**src/hdl/cgl_pkg.sv**
```systemverilog
// ----------------------------------------------------------------------------
// cgl_pkg
// Shared types, codes and sizes for the character map glyph lookup block.
// ----------------------------------------------------------------------------
package cgl_pkg;

  // Default sizes, handed to the top level parameters
  localparam int unsigned MAX_ENTRIES_DEF       = 256;
  localparam int unsigned GLYPH_ARRAY_DEPTH_DEF = 4096;

  // Fixed field widths
  localparam int unsigned CODE_W    = 21;
  localparam int unsigned GLYPH_W   = 16;
  localparam int unsigned INDEX_W   = 12;  // entry_index field, also slot in a token
  localparam int unsigned CNT_W     = 13;  // saturated entry count, up to 4096
  localparam int unsigned WORDS_W   = 16;  // saturated glyph array count, up to 32768
  localparam int unsigned IDX_W     = 24;  // signed glyph array index
  localparam int unsigned CFG_W     = 13;
  localparam int unsigned CFG_IDX_W = 2;

  typedef enum logic [1:0] {
    REQ_SEGMENT = 2'd0,
    REQ_ARRAY   = 2'd1,
    REQ_GROUP   = 2'd2,
    REQ_LOOKUP  = 2'd3
  } req_e;

  typedef enum logic [1:0] {
    FMT_NONE    = 2'd0,
    FMT_SEGMENT = 2'd1,
    FMT_GROUP   = 2'd2
  } fmt_e;

  typedef enum logic [CFG_IDX_W-1:0] {
    CFG_TABLE_FORMAT = 2'd0,
    CFG_ENTRY_COUNT  = 2'd1,
    CFG_GLYPH_COUNT  = 2'd2
  } cfg_reg_e;

  typedef struct packed {
    req_e                       req_type;
    logic [INDEX_W-1:0]         entry_index;
    logic [CODE_W-1:0]          range_first;
    logic [CODE_W-1:0]          range_last;
    logic [GLYPH_W-1:0]         glyph_word;
    logic signed [GLYPH_W-1:0]  id_offset_delta;
    logic [GLYPH_W-1:0]         array_offset;
    logic [CODE_W-1:0]          char_code;
  } req_payload_t;

  typedef struct packed {
    logic [GLYPH_W-1:0] glyph_id;
    logic               range_hit;
  } rsp_payload_t;

  // Lookup token walking the cell chain
  typedef struct packed {
    logic               valid;
    logic               hit;
    logic [CODE_W-1:0]  code;
    logic [CODE_W-1:0]  diff;   // code - first of the matching entry
    logic [GLYPH_W-1:0] base;
    logic [GLYPH_W-1:0] roff;
    logic [INDEX_W-1:0] slot;
  } token_t;

  // Entry write broadcast to all cells
  typedef struct packed {
    logic               en;
    logic [INDEX_W-1:0] slot;
    logic [CODE_W-1:0]  first;
    logic [CODE_W-1:0]  last;
    logic [GLYPH_W-1:0] base;
    logic [GLYPH_W-1:0] roff;
  } entry_wr_t;

  typedef struct packed {
    logic               en;
    logic [INDEX_W-1:0] addr;
    logic [GLYPH_W-1:0] data;
  } array_wr_t;

endpackage

```
**src/hdl/cgl_cell.sv**
```systemverilog
// ----------------------------------------------------------------------------
// cgl_cell
// One slot of the range table; checks the passing token against its range.
// ----------------------------------------------------------------------------
module cgl_cell import cgl_pkg::*; #(
  parameter int unsigned CELL_IDX = 0
) (
  input  logic             clk_i,
  input  logic             rst_ni,
  input  entry_wr_t        wr_i,
  input  logic [CNT_W-1:0] used_entries_i,
  input  token_t           tok_i,
  output token_t           tok_o
);

  logic [CODE_W-1:0]  first_q, last_q;
  logic [GLYPH_W-1:0] base_q, roff_q;
  token_t             tok_d, tok_q;
  logic               match;

  always_ff @(posedge clk_i) begin
    if (wr_i.en && (wr_i.slot == INDEX_W'(CELL_IDX))) begin
      first_q <= wr_i.first;
      last_q  <= wr_i.last;
      base_q  <= wr_i.base;
      roff_q  <= wr_i.roff;
    end
  end

  // first active slot in range claims the token
  assign match = tok_i.valid && !tok_i.hit && (CNT_W'(CELL_IDX) < used_entries_i) &&
                 (tok_i.code >= first_q) && (tok_i.code <= last_q);

  always_comb begin
    tok_d = tok_i;
    if (match) begin
      tok_d.hit  = 1'b1;
      tok_d.diff = tok_i.code - first_q;
      tok_d.base = base_q;
      tok_d.roff = roff_q;
      tok_d.slot = INDEX_W'(CELL_IDX);
    end
  end

  always_ff @(posedge clk_i or negedge rst_ni) begin
    if (!rst_ni) begin
      tok_q <= '0;
    end else begin
      tok_q <= tok_d;
    end
  end

  assign tok_o = tok_q;

endmodule

```
**config.mk**
```make
export PLATFORM = sky130hd
export DESIGN_NAME = cgl_cell
export DESIGN_NICKNAME = d
export VERILOG_FILES = /design/src/hdl/cgl_pkg.sv /design/src/hdl/cgl_cell.sv
export SDC_FILE = /design/constraint.sdc
export NUM_CORES = 1
export LEC_CHECK = 0
export BUFFER_PORTS_ARGS = -buffer_cell sky130_fd_sc_hd__clkbuf_2
export CAP_MARGIN = 20
export CORE_ASPECT_RATIO = 1.75
export CORE_MARGIN = 5
export CORE_UTILIZATION = 40
export CTS_BUF_LIST = sky130_fd_sc_hd__clkbuf_8
export DETAILED_ROUTE_END_ITERATION = 10
export PLACE_DENSITY = 0.68
export SYNTH_ARGS = -nofsm -noshare
export SYNTH_HDL_FRONTEND = slang
export SYNTH_SLANG_ARGS = --single-unit
```
**constraint.sdc**
```tcl
create_clock -name clk_i -period 3 [get_ports clk_i]
set_input_delay 0.3 -clock clk_i [delete_from_list [all_inputs] [get_ports clk_i]]
set_output_delay 0.3 -clock clk_i [all_outputs]
set_load 0.05 [all_outputs]
```
* Yosys cells after proc, flatten, opt, wreduce, memory -nomap -nowiden
Index checks and enable logic that the tools add are counted.
Word-level totals: flip-flop bits (word level) 162, bits of input ports 190, output and inout port bits 88, word-level logic and storage cells 24
Cells by class: $add $sub $neg 1, order comparisons 3, multiplexer cells 2, reduce and logical (&&, ||, !) cells 7
Operators by type and width (number):
- $mux 65 | 1
- $ge 21x21->1 | 1
- $le 21x21->1 | 1
- $sub 21x21->21 | 1
- $lt 1x13->1 const A | 1
- $logic_not 12->1 | 1
- $logic_and 1x1->1 | 5
- $logic_not 1->1 | 1
- $mux 1 | 1

* Logic depth before layout (Yosys ltp)
depth after elaboration 6, depth in mapped cells 12, gate-level depth less buffers 10

* Worst setup path after synthesis
OpenSTA, ideal clock, no wires.
path kind input to register, start point input wr_i[75] (netlist name), end point register base_q[0] (enable), setup time 697 ps, arrival 7841 ps, data required time 2303 ps, path slack -5537 ps, stages on the path 2, buffers on the path 0, cells stage by stage or4_1 > nor4_1
On the way: word-level cells in the longest chain between the ends 2
Ends and longest elaborated chain:
- start, declared | line cgl_cell.sv:10 | input entry_wr_t wr_i,
- $logic_not 12->1 | line cgl_cell.sv:22 | if (wr_i.en && (wr_i.slot == INDEX_W'(CELL_IDX))) begin
- $logic_and 1x1->1 | line cgl_cell.sv:22
- end signal, assigned | line cgl_cell.sv:25 | base_q <= wr_i.base;
- end, declared | line cgl_cell.sv:17 | logic [GLYPH_W-1:0] base_q, roff_q;
Every way passes these cells. A chain may end at the register's enable or synchronous reset.

==> qor.yml <==
final_layout:
  fillCellCount: 1436
  fin_area_mm2: 0.01016
  post-route-util: 0.5875
  drive_gt1_frac: 0.3869
  seq_area_mm2: 0.004424
  layout.nets: 1135
  syn_to_final_growth_pct: 45.87
  multiInputGateArea_mm2: 0.002318
synth:
  ys_ff_latch: 162
  synth_area_leader_cell: "edfxtp_1"
  ys_types: 48
  yosys_warnings: 0
  synth_area_leaders: "edfxtp_1 32%, dfrtp_1 32%, ha_1 7.5%"
  postSynthAreaPerCell_um2: 13.77
  synth_edf_count: 74
  synth_common_cells: "88 x dfrtp_1, 74 x edfxtp_1, 50 x inv_1"
  synth_top_area_share: 0.3190
  synth_flop_cell: "dfrtp_1"
  seq_area_frac_synth: 0.6351
  yosysMostFrequentCell: "dfrtp_1"
  synthCells: 506
  syn_nets: 739
  synthesis.area_mm2: 0.006967
  async_flop_share: 0.5432
cts:
  clockBufferDepth: 2
  cts_tree: "done"
  htree_levels: 4
  cts_buffers: 17
  clkTransAtPathRegs_ns: 0.08
  cts.sinks: 162
  clock_latency_ns: 0.45
  clock-root-buffer: "clkbuf_8"
die:
  rows: 64
  core-area_mm2: 0.01730
  io_pins: 278
  die_h_um: 184.6
  die_w_um: 109.8
  start_util: 0.4028
  die_area_mm2: 0.02026
global_route:
  grt_pass1_wl_um: 28110
  grt_overflow: 0
  grt_pass1_vias: 5802
  grt.total_usage: 0.1830
  grt_max_degree: 78
  antenna_found_initial: 0
placement:
  port_buffers: 277
  hpwl_um: 13660
  globalplace.congestion: 0.8997
  place_area_mm2: 0.008721
  pre_cts_ws_ns: 0.06123
setup_path:
  critical-path-slowest-cell: "dlygate4sd3_1"
  rr_worst_depth: 12
  critical_path_class: "in -> reg"
  startpoint_type: "input pin"
  path_buf_inv: 5
  worst-path-stages: 13
  worstPathRequired_ns: 3.32
  cp.arrival_ns: 3.23
  path_cells: "dlygate4sd3_1 > clkbuf_2 > ha_1 > buf_4 > a21o_1 > a31o_2 > a22oi_2 > nand2_1 > a21oi_2 > nor4_4 > buf_4 > buf_16 > mux2_1"
  cp-end-kind: "flop"
  critical_path.max_fanout: 35
  cpPeakStageDelay_ns: 0.53
  crit_family: "buffers and inverters"
  crit_top_cell: "buf_4"
hold_path:
  min_path_type: "in -> reg"
  hold_depth: 1
timing:
  finalCritPeriodShare: 0.9680
  holdWs_ns: 0.04088
  setup_viol: 0
  final.min_clock_period_ns: 2.904
  maxSlewHeadroom: 0.6911
  slew_violations: 0
  worstMarginPinSlew_ns: 0.4611
  hold_viol: 0
  max_freq_mhz: 344.3
  setup_ws_ns: 0.09587
  fin_worst_skew_ns: 0.01314
pwr:
  total_power_w: 0.004944
  power_per_cell_area_mw_per_mm2: 486.5
  power_leakage_nw: 4.766
  peakVddDrop_mv: 0.2788
routing:
  drt_wl_total_um: 18230
  via_count: 5396
  viasPerCell: 4.704
  post_drt_wl_per_cell_um: 15.89
  drcViolationCount: 0
  drt_iter0_markers: 122
  drtPass1Iterations: 4
  ant_nets: 0
status:
  outcome: "complete, no violations"
job:
  drv_cap: 0
==> what timing repair did <==
| action | CTS | global route |
|---|---|---|
| hold buffers | 92 | 1 |
| resized for setup | 0 | 5 |
| setup buffers | 0 | 3 |
| endpoints found under the hold margin | 92 | 30 |
| endpoints found under the setup margin | 0 | 48 |
==> logic make-up (layout without fill, tap and decap cells) <==
kind of cell,Yosys count,after routing,share of synthesized area
xor gates and xnor gates,13,13,0.01634
and+or+nand+nor,103,103,0.07885
buffers and inverters,60,469,0.03807
other,0,1,0
adders and majority gates,43,43,0.07830
AOI/OAI and AO/OA,71,71,0.06717
muxes,54,54,0.08621
DFF,162,162,0.6351
==> worst paths after layout <==
check | endpoint | slack (ns) | from
hold reg to reg | tok_o[28]$_DFF_PN0_ | 0.46 | base_q[0]$_DFFE_PP_
max in group asynchronous | tok_o[32]$_DFF_PN0_ | 1.91 | rst_ni
hold / removal | first_q[20]$_DFFE_PP_ | 0.04 | wr_i[73]
setup reg to reg | tok_o[46]$_DFF_PN0_ | 0.29 | first_q[6]$_DFFE_PP_
min in group asynchronous | tok_o[0]$_DFF_PN0_ | 0.34 | rst_ni
setup / recovery | tok_o[46]$_DFF_PN0_ | 0.1 | tok_i[71]
==> flip-flops by register name, indices dropped and copies added, names as in the netlist <==
signal	cells
last_q	21
base_q	16
first_q	21
tok_o	88
roff_q	16
==> cell usage in the layout, fill, tap and decap left out, types with 3 or more instances in the layout <==
cell type,n
a31oi_1,3
mux2i_1,6
dfrtp_1,88
bufinv_16,3
nor3_1,8
and4_1,3
nor4_1,3
mux2_1,30
buf_4,14
xnor2_1,11
a221oi_1,3
dlygate4sd3_1,93
a21o_1,9
nand2b_1,3
a211oi_1,5
nand3_1,10
a21oi_1,20
mux2_2,18
clkinvlp_4,3
nor2b_1,16
and3_1,3
edfxtp_1,74
inv_1,50
nand4_1,6
nand2_1,22
clkbuf_2,276
o21ai_0,13
clkbuf_8,20
ha_1,42
nor2_1,18
==> through the flow <==
stage                     cells  TNS (ns)
after floorplan             506    -51.40
after global placement     1017         0
after detailed placement   1017         0
after CTS                  1141         0
after global routing       1146  -0.02400
final                      1147         0
==> routing by layer <==
| metal | global-route usage | vias to the layer above | part of all wire | wire (µm) |
|---|---|---|---|---|
| met5 | 0 | - | 0 | 0 |
| met4 | 0.08887 | 0 | 0.035 | 637 |
| met3 | 0.03996 | 37 | 0.058 | 1057 |
| met2 | 0.3452 | 200 | 0.57 | 10360 |
| met1 | 0.1843 | 2545 | 0.34 | 6174 |
| li1 | - | 2614 | - | - |
==> cell type report <==
class,instances,share of cell area
tap,231,0.02844
timing repair buffer,387,0.2472
inverter,50,0.01847
clock inverter,12,0.01502
clock buffer,20,0.02709
antenna,1,0.0002462
sequential,162,0.4354
multi-input combinational,284,0.2281
==> report_power, final <==
group          internal (W)  leakage, nW  switching (W)
clock              0.000891        0.209       0.000806
sequential          0.00239         1.69      0.0000207
combinational      0.000330         2.87       0.000505
total               0.00361         4.77        0.00133
No activity file was read; power rests on OpenSTA's default activity.
